$ cat src/rtl/core/qpe_pkg.sv
// Shared types, character codes and helpers for the query parameter decoder.
package qpe_pkg;

  localparam int unsigned NameRegBytes = 16;
  localparam int unsigned MaxResults   = 4;

  localparam logic [7:0] CharPercent = 8'h25;
  localparam logic [7:0] CharPlus    = 8'h2B;
  localparam logic [7:0] CharAmp     = 8'h26;
  localparam logic [7:0] CharEq      = 8'h3D;
  localparam logic [7:0] CharSpace   = 8'h20;
  localparam logic [3:0] HexAlphaOfs = 4'h9;  // low nibble of 'A'/'a' is 1, so 1 + 9 = 0xa

  typedef enum logic [1:0] {
    REG_NAME_LOW,
    REG_NAME_HIGH,
    REG_NAME_LENGTH,
    REG_MAX_LENGTH
  } cfg_reg_e;

  typedef struct packed {
    logic [8*NameRegBytes-1:0] name_bytes;
    logic [4:0]                name_length;
    logic [12:0]               max_length;
  } cfg_t;

  typedef struct packed {
    logic [7:0]  data_byte;
    logic        data_valid;
    logic        found;
    logic [12:0] value_length;
    logic        last;
  } result_t;

  typedef struct packed {
    result_t [MaxResults-1:0] slot;
    logic    [2:0]            count;
  } bundle_t;

  // {is_hex, nibble}
  function automatic logic [4:0] hex_of(input logic [7:0] b);
    logic [4:0] r;
    r = 5'd0;
    if (b >= 8'h30 && b <= 8'h39) begin
      r = {1'b1, b[3:0]};
    end else if ((b >= 8'h41 && b <= 8'h46) || (b >= 8'h61 && b <= 8'h66)) begin
      r = {1'b1, 4'(b[3:0] + HexAlphaOfs)};
    end
    return r;
  endfunction

endpackage

$ cat src/rtl/core/qpe_if.sv
// Stream interfaces for query bytes in and decoded results out.
interface qpe_query_if;
  logic       valid;
  logic       ready;
  logic [7:0] query_byte;
  logic       end_of_query;

  modport source (output valid, output query_byte, output end_of_query, input ready);
  modport sink (input valid, input query_byte, input end_of_query, output ready);
endinterface

interface qpe_result_if;
  logic        valid;
  logic        ready;
  logic [7:0]  data_byte;
  logic        data_valid;
  logic        found;
  logic [12:0] value_length;
  logic        last;

  modport source (output valid, output data_byte, output data_valid, output found,
                  output value_length, output last, input ready);
  modport sink (input valid, input data_byte, input data_valid, input found,
                input value_length, input last, output ready);
endinterface

$ cat src/rtl/core/qpe_cfg_regs.sv
// Configuration register bank: parameter name, name length and value limit.
module qpe_cfg_regs import qpe_pkg::*; (
  input  logic        clk_i,
  input  logic        rst_ni,
  input  logic        cfg_we_i,
  input  logic [1:0]  cfg_index_i,
  input  logic [63:0] cfg_data_i,
  output cfg_t        cfg_o
);

  cfg_t cfg_q;

  always_ff @(posedge clk_i or negedge rst_ni) begin
    if (!rst_ni) begin
      cfg_q.name_bytes  <= '0;
      cfg_q.name_length <= 5'd1;
      cfg_q.max_length  <= 13'd4096;
    end else if (cfg_we_i) begin
      case (cfg_reg_e'(cfg_index_i))
        REG_NAME_LOW:    cfg_q.name_bytes[63:0]   <= cfg_data_i;
        REG_NAME_HIGH:   cfg_q.name_bytes[127:64] <= cfg_data_i;
        REG_NAME_LENGTH: cfg_q.name_length        <= cfg_data_i[4:0];
        REG_MAX_LENGTH:  cfg_q.max_length         <= cfg_data_i[12:0];
        default: ;
      endcase
    end
  end

  assign cfg_o = cfg_q;

endmodule

$ cat src/rtl/core/qpe_step.sv
// Per-byte scanner: name match, segment skip and value decode state, result bundle.
module qpe_step import qpe_pkg::*; #(
  parameter int unsigned NAME_BYTES = 16,
  parameter int unsigned VALUE_MAX  = 4096
) (
  input  logic       clk_i,
  input  logic       rst_ni,
  input  logic       accept_i,
  input  logic [7:0] query_byte_i,
  input  logic       end_of_query_i,
  input  cfg_t       cfg_i,
  output bundle_t    bundle_o
);

  localparam int unsigned PosW    = $clog2(NAME_BYTES + 1);
  localparam int unsigned KeptMax = (VALUE_MAX < 8191) ? VALUE_MAX : 8191;
  localparam int unsigned KeptW   = $clog2(KeptMax + 1);

  typedef enum logic [1:0] {
    MODE_MATCH,
    MODE_SKIP,
    MODE_VALUE,
    MODE_DONE
  } mode_e;

  mode_e            mode_q, mode_d;
  logic [PosW-1:0]  pos_q, pos_d;
  logic [1:0]       pend_q, pend_d;
  logic [7:0]       held_q, held_d;
  logic [KeptW-1:0] kept_q, kept_d, kept_base;
  logic             found_q, found_d;

  logic [7:0]  cand [0:3];
  logic [1:0]  cn;
  logic        fall;
  logic [4:0]  hb, hh;
  logic [6:0]  pos7, nlen7;
  logic [7:0]  name_b;
  logic [16:0] lim, room, kept_sum;
  logic [1:0]  keep_n;
  bundle_t     bundle;

  assign hb    = hex_of(query_byte_i);
  assign hh    = hex_of(held_q);
  assign pos7  = 7'(pos_q);
  assign nlen7 = (7'(cfg_i.name_length) > 7'(NAME_BYTES)) ? 7'(NAME_BYTES)
                                                           : 7'(cfg_i.name_length);
  // only the register-held bytes are non-zero
  assign name_b = (pos7 < 7'(NameRegBytes)) ? cfg_i.name_bytes[8*pos7[3:0] +: 8] : 8'd0;
  assign lim    = (17'(cfg_i.max_length) > 17'(VALUE_MAX)) ? 17'(VALUE_MAX)
                                                            : 17'(cfg_i.max_length);

  always_comb begin
    mode_d    = mode_q;
    pos_d     = pos_q;
    pend_d    = pend_q;
    held_d    = held_q;
    found_d   = found_q;
    kept_base = kept_q;
    cand[0]   = 8'd0;
    cand[1]   = 8'd0;
    cand[2]   = 8'd0;
    cand[3]   = 8'd0;
    cn        = 2'd0;
    fall      = 1'b0;

    case (mode_q)
      MODE_MATCH: begin
        if (query_byte_i == CharAmp) begin
          pos_d = '0;
        end else if (pos7 < nlen7) begin
          if (query_byte_i == name_b) pos_d = pos_q + 1'b1;
          else mode_d = MODE_SKIP;
        end else if (query_byte_i == CharEq) begin
          mode_d    = MODE_VALUE;
          found_d   = 1'b1;
          kept_base = '0;
        end else begin
          mode_d = MODE_SKIP;
        end
      end
      MODE_SKIP: begin
        if (query_byte_i == CharAmp) begin
          mode_d = MODE_MATCH;
          pos_d  = '0;
        end
      end
      MODE_VALUE: begin
        case (pend_q)
          2'd1: begin
            if (hb[4]) begin
              held_d = query_byte_i;
              pend_d = 2'd2;
            end else begin
              cand[cn] = CharPercent; cn = cn + 2'd1;
              pend_d = 2'd0;
              held_d = 8'd0;
              fall   = 1'b1;
            end
          end
          2'd2: begin
            if (hb[4]) begin
              cand[cn] = {hh[3:0], hb[3:0]}; cn = cn + 2'd1;
            end else begin
              cand[cn] = CharPercent; cn = cn + 2'd1;
              cand[cn] = held_q;      cn = cn + 2'd1;
              fall = 1'b1;
            end
            pend_d = 2'd0;
            held_d = 8'd0;
          end
          default: fall = 1'b1;
        endcase
        if (fall) begin
          if (query_byte_i == CharPercent) begin
            pend_d = 2'd1;
          end else if (query_byte_i == CharAmp) begin
            mode_d = MODE_DONE;
          end else if (query_byte_i == CharPlus) begin
            cand[cn] = CharSpace; cn = cn + 2'd1;
          end else begin
            cand[cn] = query_byte_i; cn = cn + 2'd1;
          end
        end
      end
      default: ;
    endcase

    // unfinished escape goes out literally at end of query
    if (end_of_query_i && mode_d == MODE_VALUE) begin
      if (pend_d != 2'd0) begin
        cand[cn] = CharPercent; cn = cn + 2'd1;
      end
      if (pend_d == 2'd2) begin
        cand[cn] = held_d; cn = cn + 2'd1;
      end
    end
  end

  assign room     = (lim > 17'(kept_base)) ? (lim - 17'(kept_base)) : 17'd0;
  assign keep_n   = (17'(cn) < room) ? cn : room[1:0];
  assign kept_sum = 17'(kept_base) + 17'(keep_n);
  assign kept_d   = KeptW'(kept_sum);

  always_comb begin
    bundle = '0;
    for (int i = 0; i < 3; i++) begin
      if (2'(i) < keep_n) begin
        bundle.slot[i].data_byte  = cand[i];
        bundle.slot[i].data_valid = 1'b1;
      end
    end
    if (end_of_query_i) begin
      bundle.slot[keep_n].found        = found_d;
      bundle.slot[keep_n].value_length = found_d ? 13'(kept_d) : 13'd0;
      bundle.slot[keep_n].last         = 1'b1;
    end
    bundle.count = 3'(keep_n) + 3'(end_of_query_i);
  end

  assign bundle_o = bundle;

  always_ff @(posedge clk_i or negedge rst_ni) begin
    if (!rst_ni) begin
      mode_q  <= MODE_MATCH;
      pos_q   <= '0;
      pend_q  <= 2'd0;
      held_q  <= 8'd0;
      kept_q  <= '0;
      found_q <= 1'b0;
    end else if (accept_i) begin
      if (end_of_query_i) begin
        mode_q  <= MODE_MATCH;
        pos_q   <= '0;
        pend_q  <= 2'd0;
        held_q  <= 8'd0;
        kept_q  <= '0;
        found_q <= 1'b0;
      end else begin
        mode_q  <= mode_d;
        pos_q   <= pos_d;
        pend_q  <= pend_d;
        held_q  <= held_d;
        kept_q  <= kept_d;
        found_q <= found_d;
      end
    end
  end

endmodule

$ cat src/rtl/core/qpe_out_buf.sv
// Result register: loads bundles of up to four results, hands out one per cycle unless stalled.
module qpe_out_buf import qpe_pkg::*; (
  input  logic    clk_i,
  input  logic    rst_ni,
  input  logic    load_i,
  input  bundle_t bundle_i,
  input  logic    take_i,
  output logic    valid_o,
  output result_t result_o,
  output logic    can_accept_o
);

  result_t    slot_q [0:MaxResults-1];
  logic [2:0] rem_q;

  assign valid_o      = (rem_q != 3'd0);
  assign result_o     = slot_q[0];
  assign can_accept_o = (rem_q == 3'd0) || (rem_q == 3'd1 && take_i);

  always_ff @(posedge clk_i or negedge rst_ni) begin
    if (!rst_ni) begin
      rem_q <= 3'd0;
    end else if (load_i) begin
      rem_q <= bundle_i.count;
    end else if (take_i) begin
      rem_q <= rem_q - 3'd1;
    end
  end

  always_ff @(posedge clk_i) begin
    if (load_i) begin
      for (int i = 0; i < MaxResults; i++) slot_q[i] <= bundle_i.slot[i];
    end else if (take_i) begin
      for (int i = 0; i < MaxResults - 1; i++) slot_q[i] <= slot_q[i+1];
    end
  end

endmodule

$ cat src/rtl/core/query_parameter_extract_decode.sv
// Query parameter extractor: scans a URL query string one byte per item, picks the first
// '&' segment starting with the configured name and '=', and streams its value with '+'
// turned into space and '%XX' escapes decoded; the last byte of a query also yields a
// summary item (found flag, kept length). A byte is taken every cycle as long as each byte
// gives at most one result and the receiver is ready; a byte that gives k results (k up to
// four, escapes flushed at segment or query end plus the summary) holds the input until
// the last of them is being taken, since the output register hands out one result per cycle
// while the receiver is ready. The first result of a byte appears the cycle after the byte is
// taken. No start-up clearing pass is needed.
module query_parameter_extract_decode import qpe_pkg::*; #(
  parameter int unsigned NAME_BYTES = 16,
  parameter int unsigned VALUE_MAX  = 4096
) (
  input  logic               clk_i,
  input  logic               rst_ni,
  qpe_query_if.sink          query_i,
  qpe_result_if.source       result_o,
  input  logic               cfg_we_i,
  input  logic [1:0]         cfg_index_i,
  input  logic [63:0]        cfg_data_i
);

  cfg_t    cfg;
  bundle_t bundle;
  result_t res;
  logic    in_acc, can_accept, take, out_valid;

  qpe_cfg_regs u_cfg_regs (
    .clk_i       (clk_i),
    .rst_ni      (rst_ni),
    .cfg_we_i    (cfg_we_i),
    .cfg_index_i (cfg_index_i),
    .cfg_data_i  (cfg_data_i),
    .cfg_o       (cfg)
  );

  assign in_acc        = query_i.valid && can_accept;
  assign query_i.ready = can_accept;
  assign take          = out_valid && result_o.ready;

  qpe_step #(
    .NAME_BYTES (NAME_BYTES),
    .VALUE_MAX  (VALUE_MAX)
  ) u_step (
    .clk_i          (clk_i),
    .rst_ni         (rst_ni),
    .accept_i       (in_acc),
    .query_byte_i   (query_i.query_byte),
    .end_of_query_i (query_i.end_of_query),
    .cfg_i          (cfg),
    .bundle_o       (bundle)
  );

  qpe_out_buf u_out_buf (
    .clk_i        (clk_i),
    .rst_ni       (rst_ni),
    .load_i       (in_acc && bundle.count != 3'd0),
    .bundle_i     (bundle),
    .take_i       (take),
    .valid_o      (out_valid),
    .result_o     (res),
    .can_accept_o (can_accept)
  );

  assign result_o.valid        = out_valid;
  assign result_o.data_byte    = res.data_byte;
  assign result_o.data_valid   = res.data_valid;
  assign result_o.found        = res.found;
  assign result_o.value_length = res.value_length;
  assign result_o.last         = res.last;

endmodule

$ cat src/flat_wrapper.sv
// flat-port wrapper written by rule: the top's interface ports become plain ports
module query_parameter_extract_decode_flat import qpe_pkg::*;
#(
  parameter int unsigned NAME_BYTES = 16,
  parameter int unsigned VALUE_MAX  = 4096
)
  (clk_i, rst_ni, cfg_we_i, cfg_index_i, cfg_data_i, query_i_valid, query_i_query_byte, query_i_end_of_query, query_i_ready, result_o_valid, result_o_data_byte, result_o_data_valid, result_o_found, result_o_value_length, result_o_last, result_o_ready);
  qpe_query_if query_i_i ();
  qpe_result_if result_o_i ();
  input  logic clk_i;
  input  logic rst_ni;
  input  logic cfg_we_i;
  input  logic [1:0] cfg_index_i;
  input  logic [63:0] cfg_data_i;
  input wire logic [$bits(query_i_i.valid)-1:0] query_i_valid;
  input wire logic [$bits(query_i_i.query_byte)-1:0] query_i_query_byte;
  input wire logic [$bits(query_i_i.end_of_query)-1:0] query_i_end_of_query;
  output wire logic [$bits(query_i_i.ready)-1:0] query_i_ready;
  output wire logic [$bits(result_o_i.valid)-1:0] result_o_valid;
  output wire logic [$bits(result_o_i.data_byte)-1:0] result_o_data_byte;
  output wire logic [$bits(result_o_i.data_valid)-1:0] result_o_data_valid;
  output wire logic [$bits(result_o_i.found)-1:0] result_o_found;
  output wire logic [$bits(result_o_i.value_length)-1:0] result_o_value_length;
  output wire logic [$bits(result_o_i.last)-1:0] result_o_last;
  input wire logic [$bits(result_o_i.ready)-1:0] result_o_ready;
  assign query_i_i.valid = query_i_valid;
  assign query_i_i.query_byte = query_i_query_byte;
  assign query_i_i.end_of_query = query_i_end_of_query;
  assign query_i_ready = query_i_i.ready;
  assign result_o_valid = result_o_i.valid;
  assign result_o_data_byte = result_o_i.data_byte;
  assign result_o_data_valid = result_o_i.data_valid;
  assign result_o_found = result_o_i.found;
  assign result_o_value_length = result_o_i.value_length;
  assign result_o_last = result_o_i.last;
  assign result_o_i.ready = result_o_ready;
  query_parameter_extract_decode #(.NAME_BYTES(NAME_BYTES), .VALUE_MAX(VALUE_MAX)) u_core (.clk_i(clk_i), .rst_ni(rst_ni), .query_i(query_i_i), .result_o(result_o_i), .cfg_we_i(cfg_we_i), .cfg_index_i(cfg_index_i), .cfg_data_i(cfg_data_i));
endmodule
$ cat config.mk
export PLATFORM = sky130hd
export DESIGN_NAME = query_parameter_extract_decode_flat
export DESIGN_NICKNAME = d
export VERILOG_FILES = /design/src/rtl/core/qpe_pkg.sv /design/src/rtl/core/qpe_if.sv /design/src/rtl/core/qpe_cfg_regs.sv /design/src/rtl/core/qpe_step.sv /design/src/rtl/core/qpe_out_buf.sv /design/src/rtl/core/query_parameter_extract_decode.sv /design/src/flat_wrapper.sv
export SDC_FILE = /design/constraint.sdc
export NUM_CORES = 1
export LEC_CHECK = 0
export BUFFER_PORTS_ARGS = -buffer_cell sky130_fd_sc_hd__buf_2
export CORE_MARGIN = 3
export CORE_UTILIZATION = 40
export DETAILED_ROUTE_END_ITERATION = 6
export PLACE_DENSITY_LB_ADDON = 0.15
export SETUP_SLACK_MARGIN = 0.15
export SYNTH_ARGS = -nofsm -noshare
export SYNTH_HDL_FRONTEND = slang
export SYNTH_HIERARCHICAL = 1
export SYNTH_SLANG_ARGS = --single-unit
$ cat constraint.sdc
create_clock -name clk_i -period 9.1 [get_ports clk_i]
set_input_delay 1.82 -clock clk_i [delete_from_list [all_inputs] [get_ports clk_i]]
set_output_delay 1.82 -clock clk_i [all_outputs]
set_load 0.01 [all_outputs]
# After elaboration in Yosys (flattened, before gate mapping)
# Memory sizes are Yosys's and may differ from the RTL's.
# Cells that the tools add are included.
# W data, S select, Z words.
word_totals:
  inputBits: 80
  n_memories: 1
  output_inout_bits: 26
  register_bits: 180
  word_cells: 222
  mem_bits_rw: 96
op_classes:
  bitwise_logic: 12
  reduce_logical: 32
  n_eq_ne: 18
  magnitude_cmp: 29
  addsub: 10
  n_shift: 1
  n_mux: 108
memory_table:
  columns: ["memory", "words", "width", "read_ports", "rd_ports_with_merged_regs", "wr", "line", "text"]
  rows:
  - ["u_core.u_out_buf.slot_q", 4, 24, 4, 0, 4, "qpe_out_buf.sv:13", "result_t slot_q [0:MaxResults-1];"]
op_table:
  columns: ["op", "n"]
  rows:
  - ["$bwmux W96", 3]
  - ["$mux W32", 9]
  - ["$demux W24 S2", 3]
  - ["$shiftx A128 B8 Y8", 1]
  - ["$mux W8", 12]
  - ["$mux W96", 1]
  - ["$mux W13", 7]
  - ["$mux W24", 3]
  - ["$bwmux W32", 2]
  - ["$mux W2", 25]
  - ["$demux W8 S2", 3]
  - ["$mux W5", 8]
  - ["$eq A8 B6 Y1 const B", 4]
  - ["$ge A8 B7 Y1 const B", 4]
  - ["$le A8 B7 Y1 const B", 4]
  - ["$pmux W8 S2", 2]
  - ["$and A28 B28 Y28", 1]
  - ["$not A28 Y28", 1]
  - ["$mux W9", 3]
  - ["$and A20 B20 Y20", 1]
  - ["$not A20 Y20", 1]
  - ["$lt A2 B17 Y1", 1]
  - ["$mux W17", 1]
  - ["$ge A8 B6 Y1 const B", 2]
  - ["47 further kinds", 108]

# Logic depth before layout (Yosys ltp)
depth:
  word_depth: 32
  mapped_depth: 38
  depth_no_buf: 36

# By module
# The synthesis kept the hierarchy.
by_module_without_submodules:
  columns: ["mod", "n_inst", "area_per_inst_um2", "cells_each"]
  rows:
  - ["qpe_step", 1, 6224.7, 814]
  - ["qpe_cfg_regs", 1, 5863.1, 311]
  - ["qpe_out_buf", 1, 4336.7, 200]
  - ["query_parameter_extract_decode", 1, 22.5, 3]

# Worst setup path before layout
# Ideal clock, no wire load.
synth_timing:
  kind: "in2reg"
  from: "input port query_i_query_byte[0]"
  to: "memory u_core/u_out_buf/slot_q[0][0] in the netlist's numbering (enable)"
  setup_ns: 0.399
  t_required_ns: 8.701
  arrival_time_ns: 9.658
  slack_ns: -0.957
  path_stages: 30
  path_cell_list: "clkbuf_1 inv_1 ha_1 a311oi_1 nand3_1 clkbuf_1 clkbuf_1 and2_1 ha_1 fa_1 nor2b_1 o21ai_0 o21ba_2 a211oi_1 o21ai_0 nor2_1 inv_1 ha_1 nor2_1 nor4_1 and2_1 nand4_1 nor4b_1 and4_1 buf_2 mux2i_2 inv_1 ha_1 o311a_1 or2_2"
synth_rtl:
  columns: ["item", "line", "text"]
  rows:
  - ["start: declaration", "flat_wrapper.sv:16", "input wire logic [$bits(query_i_i.query_byte)-1:0] query_i_query_byte;"]
  - ["end: declaration", "qpe_out_buf.sv:13", null]

==> qor.txt <==
Outcome = completed
Slew @ Worst Pin = 0.980 ns
Die height = 209 um
Overall power = 0.00427 W
Mapped Area = 16400 sq um
WL/cell = 19.8 um
Tcrit/Tclk final = 0.940
Longest Clk Path Bufs = 3
# IOs = 106
Synth Instances = 1328
Post-synth ARST share = 0.652
Final cell count without fillers = 2002
Mapped Avg Cell Area = 12.4 sq um
Synth Flop Type = dfrtp_1
Fill cells = 3734
Clock period minus worst slack = 8.55 ns
Inst Count DP = 1938
GPL Wtd Cong = 0.925
Critical path arrival = 8.83 ns
CTS clk-pin slew, worst paths = 0.06 ns
Worst hold path depth = 2
Hold-fix buffer count after cts = 0
Core area = 40200 sq um
Area grow syn2layout = 13.4%
Slowest cell on crit path = or4b_4
Slew headroom = 0.347
Yosys warns = 6
Leading area contributor after synthesis = dfrtp_1
CTS sink count = 276
Worst reg2reg path depth = 33
WP buf/inv = 4
Initial drt markers = 661
Post-route ant nets = 0
Area contributors post-synth = dfrtp_1 (27%), edfxtp_1 (18%), mux2_4 (13%), mux2_2 (5.4%), mux4_2 (4.2%)
Lkg Pwr = 7.93 nW
Setup Skew = 0.0300 ns
Total GRT Usage = 0.181
Xor-xnor portion of the synthesized cell area = 0.0170
Global-route wire length before repair = 63700 um
Pin count of the biggest net entering global routing = 82
Seq. cell area = 7390 sq um
Port-buffer cells = 105
RSZ-0062 raised after global routing = false
Seq/Total Area, Yosys = 0.449
Main combinational cell family by area after synthesis = multiplexers
Vias = 11000
# nets final = 1578
CP required = 9.37 ns
Dominant delay contributor by cell family on the critical path = simple AND/OR/NAND/NOR gates
Clk_lat worst skew = 0.54 ns
Vias in the first global route = 11300
Final Max Slew Viols = 0
Pre-antenna DRT Iters = 5
Chip width = 209 um
Count leader, synth = dfrtp_1
Synth top cells by count = dfrtp_1 (178), mux2_4 (141), edfxtp_1 (96)
Multi-input gate area = 8320 sq um
Reg2reg end = u_core/u_out_buf/slot_q[2][13]
Worst hold slack = 0.493 ns
FP Rows = 73
Synth Area in Adders = 0.0374
Initial antenna violation count = 4
CP most frequent cell = ha_1
Synth Register Bits = 276
Netlist cell types = 91
Fmax = 117 MHz
Max stage delay on crit path = 0.55 ns
Final hold violations = 0
Drt drc = 0
Grt total ovfl = 0
Maximum fanout along the worst path = 6
Synth Area in Simple Gates = 0.0997
VDD IR max = 126 uV
Setup TNS = 0 ns
Worst hold start = u_core/u_step/kept_q[1]
DR vias/cell = 5.50
Cts bufs inserted = 34
Setup CP Type = input port to flop
Hold endpoint = u_core/u_step/kept_q[1]
Post-synth top area share = 0.271
Post-synth EDFFs = 96
Critical Path Start Type = input port
Clk root buf = clkbuf_16
CTS tree = yes
Die ar. = 43600 sq um
Initial Util = 0.409
Max_cap viols = 0
Class of the tightest hold or removal check = flop to flop
Dpl cell area = 17500 sq um
Mux contribution to synthesized area = 0.235
Compound-Gate Fraction of Synth Area = 0.107
Power per standard cell area = 229 nW/um^2
CP Capture Type = flop
Reg2Reg Launch Point = u_core/u_step/pos_q[3]
Reg2Reg Setup Slack = 1.10 ns
Share of post-route cells with drive strength above 1 = 0.349
CTS H-Tree Depth = 2
Total Routed Length = 39600 um
Post-route cell area = 18700 sq um
Post-DP HPWL = 28600 um
Final setup vio count = 0
-- worst register-to-register path: cells and delay by family, from the launching register on --
family	cells	cell delay [ns]
buf+inv	2	0.13
fa+ha+maj	6	1.84
simple gates	15	2.89
compound gates	7	1.63
mux	2	0.53
flops	1	0.53
xor+xnor	1	0.20
-- routing by layer --
metal / vias up / global-route usage / share of wire
li1: 5177 / - / -
met1: 5498 / 0.247 / 0.45
met2: 270 / 0.298 / 0.48
met3: 54 / 0.0312 / 0.049
met4: 6 / 0.0517 / 0.020
met5: - / 0 / 0.00073
-- cell families after synthesis --
family,count (synthesis)
xor+xnor,31
compound gates,254
fa+ha+maj,48
mux,266
flops,276
simple gates,321
buf+inv,131
other cells,1
-- worst max-delay path by stage --
stage                                startpoint                              to  slack, ns  depth (start not counted)
after CTS                 query_i_query_byte[4]  u_core/u_out_buf/slot_q[2][13]       0.44                         35
after global routing      query_i_query_byte[4]  u_core/u_out_buf/slot_q[2][13]       0.15                         35
after global placement    query_i_query_byte[0]  u_core/u_out_buf/slot_q[0][13]       0.13                         37
after detailed placement  query_i_query_byte[4]  u_core/u_out_buf/slot_q[2][13]      -0.09                         35
final                     query_i_query_byte[7]  u_core/u_out_buf/slot_q[2][13]       0.55                         35
after floorplan           query_i_query_byte[0]  u_core/u_out_buf/slot_q[0][12]       0.16                         37
-- cells in the final DEF (no fill, tap or decap), drive strengths merged, types with 8 or more instances in the layout --
cell type and n:
mux2 220, dfrtp 178, buf 165, edfxtp 96
nor2 95, a21oi 73, nand2 61, clkbuf 50
ha 46, inv 46, o21ai 35, mux4 31
nand3 27, nor2b 19, nor3 19, xnor2 16
and2 16, a22oi 15, xor2 15, a31oi 15
mux2i 15, o22ai 14, and3 13, nand4 12
a22o 12, nand2b 12, conb 9, a21o 8
o211ai 8, nor3b 8
-- area by class of cell --
class	instances	share of cell area
Multi-Input combinational cell	929	0.446
Tap cell	525	0.0352
Clock buffer	50	0.0537
Timing Repair Buffer	165	0.0540
Antenna cell	2	0.000268
Clock inverter	11	0.00583
Inverter	44	0.00885
Sequential cell	276	0.396
-- where the power goes --
part	leakage [nW]	switching [W]	internal (W)
combinational	4.24	0.000611	0.000592
sequential	3.15	0.000123	0.00160
clock	0.539	0.000545	0.000799
total	7.93	0.00128	0.00300
-- per-stage QoR --
| stage | setup slack [ns] | utilization |
|---|---|---|
| 2_1_floorplan | 0.160 | - |
| 3_3_place_gp | 0.126 | 0.435 |
| 3_5_place_dp | -0.0893 | 0.435 |
| 4_1_cts | 0.439 | 0.463 |
| 5_1_grt | 0.145 | 0.464 |
| 6_report | 0.547 | 0.464 |
-- registers in the layout, summed over array words and instances, names as in the netlist --
signal and flops:
u_core/u_out_buf/rem_q 3, u_core/u_step/found_q 1, u_core/u_out_buf/slot_q 96, u_core/u_cfg_regs/cfg_o 146, u_core/u_step/pend_q 2, u_core/u_step/mode_q 2, u_core/u_step/kept_q 13, u_core/u_step/held_q 8
u_core/u_step/pos_q 5
-- repair_timing --
item / 4_1_cts / 5_1_grt
endpoints found under the setup margin: 0 / 81
buffers inserted: 0 / 1
hold endpoints to repair: 0 / 0
resized for setup: 0 / 7
No activity file was read; power rests on OpenSTA's default activity.
